**src/pss_pkg.sv**
```systemverilog
package pss_pkg;

	// configuration port
	localparam int CFG_IDX_W  = 3;
	localparam int CFG_DATA_W = 48;

	localparam logic [CFG_IDX_W-1:0] CFG_RADIUS    = 3'd0;
	localparam logic [CFG_IDX_W-1:0] CFG_AMBIENT   = 3'd1;
	localparam logic [CFG_IDX_W-1:0] CFG_DIFFUSE   = 3'd2;
	localparam logic [CFG_IDX_W-1:0] CFG_SPECULAR  = 3'd3;
	localparam logic [CFG_IDX_W-1:0] CFG_SHININESS = 3'd4;

	// iterative square root / divide unit
	localparam int IU_N_W        = 56;	// radicand or numerator
	localparam int IU_D_W        = 28;	// divisor
	localparam int IU_R_W        = 31;	// partial remainder
	localparam int IU_RES_W      = 28;	// root or quotient
	localparam int IU_SQRT_STEPS = 28;
	localparam int DIV_N_W       = 44;	// numerator bits used by a divide
	localparam int DIV_Q_W       = 17;	// quotient bits, also divide steps
	localparam int IU_CNT_W      = 5;

	typedef enum logic [0:0] {
		IU_SQRT = 1'b0,
		IU_DIV  = 1'b1
	} iu_op_t;

	typedef struct packed {
		logic               start;
		iu_op_t             op;
		logic [IU_N_W-1:0]  num;
		logic [IU_D_W-1:0]  den;
	} iu_req_t;

	typedef struct packed {
		logic                done;
		logic [IU_RES_W-1:0] result;
	} iu_rsp_t;

endpackage

```
**src/pss_iter_unit.sv**
```systemverilog
module pss_iter_unit import pss_pkg::*; (
	input  logic    clk,
	input  logic    arst_n,
	input  iu_req_t req,
	output iu_rsp_t rsp
);

	logic                busy_q;
	iu_op_t              op_q;
	logic [IU_CNT_W-1:0] cnt_q;
	logic [IU_R_W-1:0]   rem_q;
	logic [IU_N_W-1:0]   work_q;
	logic [IU_RES_W-1:0] res_q;
	logic [IU_D_W-1:0]   den_q;

	logic [IU_R_W-1:0]   rem_sh;
	logic [IU_R_W-1:0]   sub_b;
	logic [IU_R_W:0]     diff;
	logic                ge;

	// one root digit or one quotient bit per cycle through a shared subtractor
	always_comb begin
		if (op_q == IU_SQRT) begin
			rem_sh = {rem_q[IU_R_W-3:0], work_q[IU_N_W-1 -: 2]};
			sub_b  = IU_R_W'({res_q, 2'b01});
		end else begin
			rem_sh = {rem_q[IU_R_W-2:0], work_q[IU_N_W-1]};
			sub_b  = IU_R_W'(den_q);
		end
		diff = {1'b0, rem_sh} - {1'b0, sub_b};
		ge   = ~diff[IU_R_W];
	end

	// control
	always_ff @(posedge clk or negedge arst_n) begin
		if (!arst_n) begin
			busy_q <= 1'b0;
			cnt_q  <= '0;
		end else if (req.start) begin
			busy_q <= 1'b1;
			cnt_q  <= (req.op == IU_SQRT) ? IU_CNT_W'(IU_SQRT_STEPS) : IU_CNT_W'(DIV_Q_W);
		end else if (busy_q) begin
			if (cnt_q == '0) begin
				busy_q <= 1'b0;
			end else begin
				cnt_q <= cnt_q - 1'b1;
			end
		end
	end

	// datapath
	always_ff @(posedge clk) begin
		if (req.start) begin
			op_q  <= req.op;
			den_q <= req.den;
			res_q <= '0;
			if (req.op == IU_SQRT) begin
				rem_q  <= '0;
				work_q <= req.num;
			end else begin
				rem_q  <= IU_R_W'(req.num[DIV_N_W-1:DIV_Q_W]);
				work_q <= {req.num[DIV_Q_W-1:0], (IU_N_W-DIV_Q_W)'(0)};
			end
		end else if (busy_q && cnt_q != '0) begin
			rem_q  <= ge ? diff[IU_R_W-1:0] : rem_sh;
			res_q  <= {res_q[IU_RES_W-2:0], ge};
			work_q <= (op_q == IU_SQRT) ? (work_q << 2) : (work_q << 1);
		end
	end

	assign rsp.done   = busy_q && (cnt_q == '0);
	assign rsp.result = res_q;

endmodule

```
**config.mk**
```make
export PLATFORM = sky130hd
export DESIGN_NAME = pss_iter_unit
export DESIGN_NICKNAME = d
export VERILOG_FILES = /design/src/pss_pkg.sv /design/src/pss_iter_unit.sv
export SDC_FILE = /design/constraint.sdc
export NUM_CORES = 1
export LEC_CHECK = 0
export BUFFER_PORTS_ARGS = -buffer_cell sky130_fd_sc_hd__clkbuf_2
export CORE_ASPECT_RATIO = 0.9
export CORE_MARGIN = 2
export CORE_UTILIZATION = 45
export CTS_CLUSTER_DIAMETER = 80
export DETAILED_ROUTE_END_ITERATION = 7
export PLACE_DENSITY = 0.65
export SLEW_MARGIN = 20
export SYNTH_ARGS = -nofsm -noshare
export SYNTH_HDL_FRONTEND = slang
export SYNTH_SLANG_ARGS = --single-unit
```
**constraint.sdc**
```tcl
create_clock -name clk -period 7 [get_ports clk]
set_input_delay 0.35 -clock clk [delete_from_list [all_inputs] [get_ports clk]]
set_output_delay 0.35 -clock clk [all_outputs]
set_load 0.005 [all_outputs]
```
==> results.py, run 1 <==
metrics = {
    "routing": {
        "detail_route.vias_per_cell": 5.63,
        "dr.first_iter.drc_count": 459,
        "postRouteWirelength_um": 21200,
        "detail-route-antenna-nets": 0,
        "routedWlPerCell_um": 17.5,
        "drc_violation_count_after_routing": 0,
        "dr_total_vias": 6812,
        "drt-pass1-iter-count": 4,
    },
    "worst_hold_path": {
        "worst_hold_path.endpoint": "den_q[24]$_DFFE_PP_",
        "min_path_type": "primary input to register",
        "worstHoldPathCells": 1,
        "worst_hold_startpoint": "req[24]",
    },
    "cts": {
        "cts-buffers-inserted": 17,
        "clock_insertion_delay_worst_skew_ps": 430,
        "clock_tree.root_cell": "sky130_fd_sc_hd__clkbuf_16",
        "clock_buffer_depth": 2,
        "cts.repair.resized": 0,
        "hold_buffers": 1,
        "clock_sinks": 149,
        "post-cts-setup-buffer-count": 0,
        "cts-htree-levels": 4,
        "cts_tree": "yes",
        "cts.reportedPaths.clkPinSlew_ps": 70,
    },
    "critical_path": {
        "critical_path.reg2reg.endpoint": "rem_q[5]$_DFFE_PP_",
        "end_kind": "register",
        "worst_stage_delay_on_the_critical_path_ps": 460,
        "worstSetupPathType": "register to register",
        "crit_slowest_cell": "sky130_fd_sc_hd__or2_1",
        "critical_path_peak_fanout": 85,
        "worst-endpoint-required_ps": 7130,
        "sequence_of_cells_on_the_critical_path": "buf_12, mux2_2, ha_1, nand2_1, nor3_1, o2111ai_2, a21oi_2, or2_1, buf_4, mux2i_1, o21ai_0",
        "reg2reg_slack_ps": 2690,
        "regToRegStartpoint": "op_q$_DFFE_PP_",
        "timing.critical_path.from": "op_q$_DFFE_PP_",
        "critPathLaunchType": "register",
        "reg2reg_depth": 11,
        "timing.critical_path.arrival_ps": 4440,
    },
    "status": {
        "run_status": "completed",
    },
    "placement": {
        "placed_inst_area_um2": 9620,
        "place_congestion": 0.895,
        "dp.final_hpwl_um": 14500,
        "portBuffers": 116,
        "dp.cells": 1177,
    },
    "sta": {
        "setup_skew_ps": 9.82,
        "drv_slew": 0,
        "layout_min_cycle_time_ps": 4310,
        "setup_repair_after_global_routing_missed_its_margin": "no",
        "final.period_utilization": 0.616,
        "worst_slew_pin_slew_ps": 922,
        "clock.fmax_mhz": 232,
        "setup_viol": 0,
        "max-slew-margin-rel": 0.383,
        "totalNegativeSetupSlack_ps": 0,
        "report.final.hold_viol_count": 0,
    },
    "die": {
        "row_count": 48,
        "design.die.area_um2": 20900,
        "initial_utilization": 0.460,
        "chipWidth_um": 152,
        "design.portCount": 117,
        "core_area_um2": 19300,
        "floorplan.die.height_um": 137,
    },
    "synthesis": {
        "post_synth_main_area_contributors": "sky130_fd_sc_hd__edfxtp_1 39%, sky130_fd_sc_hd__mux2i_1 11%, sky130_fd_sc_hd__dfxtp_1 6.3%",
        "ys_seq_elements": 149,
        "yosysTopAreaCell": "sky130_fd_sc_hd__edfxtp_1",
        "postSynth.asyncResetShare": 0.0403,
        "synth_flop_cell": "sky130_fd_sc_hd__edfxtp_1",
        "synthesis.nets": 982,
        "post_synth_inst_count": 861,
        "syn_area_um2": 8880,
        "synth_seq_area_share": 0.469,
        "yosys_warnings": 0,
        "yosysUniqueCellTypes": 62,
        "syn_avg_cell_area_um2": 10.3,
        "synth_edf_count": 115,
        "synth_largest_type_area_fraction": 0.389,
    },
    "global_routing": {
        "groute.usage.overall": 0.210,
        "largest_net_degree_at_the_start_of_global_routing": 97,
        "grt_first_pass_wirelength_um": 35000,
        "global_route.overflow_total": 0,
        "grt_antenna_before_repair": 0,
        "via_count_of_the_first_global_routing_pass": 6717,
    },
    "finish": {
        "final_common_cell": "sky130_fd_sc_hd__nand2_1",
        "most-common-layout-cells": "133 x sky130_fd_sc_hd__nand2_1, 115 x sky130_fd_sc_hd__edfxtp_1, 115 x sky130_fd_sc_hd__clkbuf_2",
        "drive_gt1_frac": 0.206,
        "antennaDiodeCount": 0,
        "area_growth_syn_to_layout_pct": 15.6,
        "num-nets-final": 1068,
        "finish.cell_count_without_fillers": 1210,
        "finish.instance_area_um2": 10300,
    },
    "power_and_ir_drop": {
        "worst_ir_drop_vdd_v": 0.000189,
        "p_per_area_nw_per_um2": 382,
        "total_leakage_power_nw": 4.31,
    },
    "job": {
        "max_cap_viol_count": 0,
    },
}
-- how the worst max path moves through the flow --
stage                     endpoint  slack [ps]  cells past startpoint
5_1_grt         rem_q[5]$_DFFE_PP_        2350                     11
3_3_place_gp   rem_q[12]$_DFFE_PP_        2920                     12
4_1_cts         rem_q[5]$_DFFE_PP_        2710                     12
2_1_floorplan  rem_q[24]$_DFFE_PP_        2850                     16
3_5_place_dp    rem_q[4]$_DFFE_PP_        2760                     12
6_report        rem_q[5]$_DFFE_PP_        2690                     11
-- kinds of logic (layout without fill, tap and decap cells) --
family | after synthesis | after routing | synth area share
buffers and inverters | 66 | 165 | 0.0299
XOR/XNOR | 24 | 24 | 0.0237
AO/OA/AOI/OAI | 239 | 239 | 0.169
flip-flops | 149 | 149 | 0.469
AND/OR/NAND/NOR | 221 | 221 | 0.112
multiplexers | 129 | 129 | 0.150
adder cells (fa/ha/maj) | 33 | 33 | 0.0474
-- registers in the layout (all words and copies together) (netlist names) --
register	count
busy_q	1
op_q	1
work_q	56
cnt_q	5
den_q	28
res_q	28
rem_q	30
-- area by class of cell --
cell class / count / area [um2]
well taps: 250 / 313
flip-flops and latches: 149 / 4160
fillers: 1721 / 9020
clock buffers: 17 / 425
inverters: 9 / 33.8
clock inverters: 15 / 204
multi-input cells: 646 / 4460
repair buffers: 124 / 658
-- Yosys cell counts, types with 6 or more instances --
master	n
sky130_fd_sc_hd__a211oi_1	24
sky130_fd_sc_hd__a21o_1	16
sky130_fd_sc_hd__a21oi_1	77
sky130_fd_sc_hd__a32o_1	6
sky130_fd_sc_hd__buf_1	6
sky130_fd_sc_hd__clkbuf_1	44
sky130_fd_sc_hd__dfrtp_1	6
sky130_fd_sc_hd__dfxtp_1	28
sky130_fd_sc_hd__edfxtp_1	115
sky130_fd_sc_hd__ha_1	32
sky130_fd_sc_hd__inv_1	9
sky130_fd_sc_hd__mux2_2	29
sky130_fd_sc_hd__mux2i_1	100
sky130_fd_sc_hd__nand2_1	134
sky130_fd_sc_hd__nand2b_1	10
sky130_fd_sc_hd__nand3_1	10
sky130_fd_sc_hd__nor2_1	18
sky130_fd_sc_hd__nor2b_1	20
sky130_fd_sc_hd__nor3_1	9
sky130_fd_sc_hd__o21a_1	7
sky130_fd_sc_hd__o21ai_0	66
sky130_fd_sc_hd__xnor2_1	16
sky130_fd_sc_hd__xor2_1	8
-- power breakdown --
| group | internal [mW] | switching, mW |
|---|---|---|
| Combinational | 0.766 | 0.937 |
| Sequential | 1.15 | 0.0815 |
| Clock | 0.600 | 0.389 |
| Total | 2.51 | 1.41 |
-- routing by layer --
metal / global-route usage / part of all wire / wire (um)
met5: 0 / 0 / 0
met4: 0.0587 / 0.017 / 357
met3: 0.0425 / 0.038 / 794
met2: 0.346 / 0.47 / 10000
met1: 0.284 / 0.47 / 10000
-- metrics by stage --
stage | setup slack, ps | hold slack, ps | power (mW) | util
3_5_place_dp | 2760 | 186 | 2.92 | 0.499
5_1_grt | 2350 | 78.5 | 4.19 | 0.532
6_report | 2690 | 91.0 | 3.92 | 0.532
2_1_floorplan | 2850 | 54.4 | 2.58 | -
3_3_place_gp | 2920 | 185 | 2.91 | 0.499
4_1_cts | 2710 | 80.0 | 3.92 | 0.532
-- critical path, delay by kind of cell, from the launching register on --
| kind | cells | cell delay (ps) |
|---|---|---|
| compound gates | 3 | 660 |
| fa+ha+maj | 1 | 430 |
| buf+inv | 2 | 830 |
| flops | 1 | 390 |
| mux | 2 | 670 |
| simple gates | 3 | 980 |
Note: power is estimated with default switching activity, not from simulation.
==> run 2, diff against run 1 <==
Clock period 7 ns to 4.5 ns, I/O delays scaled along.
==> results.py, run 2 (synthesized netlist as in run 1, its figures left out) <==
metrics = {
    "status": {
        "run_status": "completed",
    },
    "critical_path": {
        "end_kind": "register",
        "worstSetupPathType": "register to register",
        "timing.critical_path.from": "op_q$_DFFE_PP_",
        "worst-endpoint-required_ps": 4640,
        "critPathLaunchType": "register",
        "regToRegStartpoint": "op_q$_DFFE_PP_",
        "timing.critical_path.arrival_ps": 3880,
        "critical_path_peak_fanout": 53,
    },
    "die": {
        "design.die.area_um2": 20900,
        "core_area_um2": 19300,
        "floorplan.die.height_um": 137,
        "chipWidth_um": 152,
        "initial_utilization": 0.460,
        "row_count": 48,
        "design.portCount": 117,
    },
    "cts": {
        "hold_buffers": 29,
        "clock_buffer_depth": 2,
        "clock_sinks": 149,
        "cts-buffers-inserted": 17,
        "cts-htree-levels": 4,
        "cts.reportedPaths.clkPinSlew_ps": 70,
        "post-cts-setup-buffer-count": 0,
        "clock_insertion_delay_worst_skew_ps": 430,
        "cts_tree": "yes",
        "clock_tree.root_cell": "sky130_fd_sc_hd__clkbuf_16",
        "cts.repair.resized": 0,
    },
    "sta": {
        "worst_slew_pin_slew_ps": 1090,
        "report.final.hold_viol_count": 0,
        "setup_repair_after_global_routing_missed_its_margin": "no",
        "totalNegativeSetupSlack_ps": 0,
        "layout_min_cycle_time_ps": 3740,
        "final.period_utilization": 0.830,
        "layout_setup_ws_ps": 764,
        "setup_viol": 0,
        "setup_skew_ps": 9.03,
        "clock.fmax_mhz": 268,
        "drv_slew": 0,
        "max-slew-margin-rel": 0.270,
    },
    "job": {
        "max_cap_viol_count": 0,
    },
    "placement": {
        "dp.cells": 1182,
        "post_place_setup_slack_ps": 767,
        "dp.final_hpwl_um": 14600,
        "portBuffers": 116,
        "place_congestion": 0.879,
    },
    "power_and_ir_drop": {
        "switching_share": 0.354,
        "power.clock.fraction": 0.256,
        "total_leakage_power_nw": 4.47,
        "net-switching-power_mw": 2.20,
        "p_per_area_nw_per_um2": 586,
        "internal_power_component_mw": 4.02,
        "seqPwrFrac": 0.307,
        "comb_power_share": 0.436,
        "report.power.total_mw": 6.22,
        "worst_ir_drop_vdd_v": 0.000250,
    },
    "global_routing": {
        "global_route.overflow_total": 0,
        "largest_net_degree_at_the_start_of_global_routing": 92,
        "grt_first_pass_wirelength_um": 34500,
        "via_count_of_the_first_global_routing_pass": 6754,
        "grt_antenna_before_repair": 0,
        "groute.usage.overall": 0.206,
    },
    "routing": {
        "drt-pass1-iter-count": 5,
        "routedWlPerCell_um": 17.1,
        "dr_total_vias": 6916,
        "detail_route.vias_per_cell": 5.56,
        "postRouteWirelength_um": 21200,
        "dr.first_iter.drc_count": 412,
        "detail-route-antenna-nets": 0,
        "drc_violation_count_after_routing": 0,
    },
    "finish": {
        "area_growth_syn_to_layout_pct": 19.6,
        "final_common_cell": "sky130_fd_sc_hd__nand2_1",
        "num-nets-final": 1101,
        "regMostFlops": "work_q",
        "most-common-layout-cells": "133 x sky130_fd_sc_hd__nand2_1, 115 x sky130_fd_sc_hd__edfxtp_1, 115 x sky130_fd_sc_hd__clkbuf_2",
        "largest_registers": "work_q x56, rem_q x30",
        "finish.cell_count_without_fillers": 1243,
        "drive_gt1_frac": 0.204,
        "finalCoreUtilization": 0.551,
        "antennaDiodeCount": 0,
        "largest_register_ff_count": 56,
    },
    "worst_hold_path": {
        "min_path_type": "primary input to register",
        "worst_hold_startpoint": "req[37]",
    },
}
run 2: cell count changes in the layout (fill, tap and decap cells not counted), sizes merged:
cell / before / now
bufinv: 4 / 5
buf: 8 / 13
dlygate4sd3: 1 / 29
inv: 12 / 13
clkinv: 7 / 4
clkinvlp: 1 / 2
run 2: layer usage:
| metal | global-route usage | part of all wire | vias to the layer above |
|---|---|---|---|
| met5 | 0 | 0 | - |
| met4 | 0.0556 | 0.014 | 0 |
| met3 | 0.0406 | 0.039 | 20 |
| met2 | 0.348 | 0.48 | 140 |
| met1 | 0.275 | 0.47 | 3311 |
| li1 | - | - | 3445 |
run 2: worst paths after layout:
kind / to / slack [ps] / depth (start not counted)
max in group asynchronous: cnt_q[4]$_DFFE_PN0P_ / 4150 / 2
max reg2reg: rem_q[11]$_DFFE_PP_ / 760 / 12
min: work_q[9]$_DFFE_PP_ / 80 / 3
min reg2reg: res_q[27]$_SDFFE_PP0P_ / 480 / 2
min in group asynchronous: cnt_q[3]$_DFFE_PN0P_ / 190 / 2
max: rem_q[11]$_DFFE_PP_ / 760 / 12
run 2: cell type report:
cell class / count / area (um2)
multi-input cells: 646 / 4460
flip-flops and latches: 149 / 4160
fillers: 1714 / 8660
clock buffers: 17 / 425
inverters: 9 / 33.8
well taps: 250 / 313
clock inverters: 15 / 225
repair buffers: 157 / 988
run 2: power by group through the flow:
stage               registers (mW)  clock network, mW  logic (mW)
floorplan                     1.88                  0        2.14
global placement              1.93                  0        2.64
finish                        1.91               1.59        2.71
CTS                           1.91               1.61        2.70
global route                  1.94               1.66        3.03
detailed placement            1.93                  0        2.67
run 2: worst max-delay path: stages (launching register included):
cell and delay, ps:
sky130_fd_sc_hd__edfxtp_1 370, sky130_fd_sc_hd__buf_12 280, sky130_fd_sc_hd__mux2_2 390, sky130_fd_sc_hd__ha_1 400, sky130_fd_sc_hd__nand4_1 220, sky130_fd_sc_hd__nor3_1 190
sky130_fd_sc_hd__o21a_1 210, sky130_fd_sc_hd__o2111ai_2 170, sky130_fd_sc_hd__a21oi_2 210, sky130_fd_sc_hd__or2_1 390, sky130_fd_sc_hd__buf_12 240, sky130_fd_sc_hd__mux2i_1 200
sky130_fd_sc_hd__o21ai_0 100
run 2: stage by stage:
step / hold WS [ps] / area [um2]
after floorplan: -70.6 / 8880
after global placement: 61.8 / 9670
after detailed placement: 59.6 / 9670
after CTS: 71.4 / 10600
after global routing: 91.9 / 10600
final: 83.6 / 10600
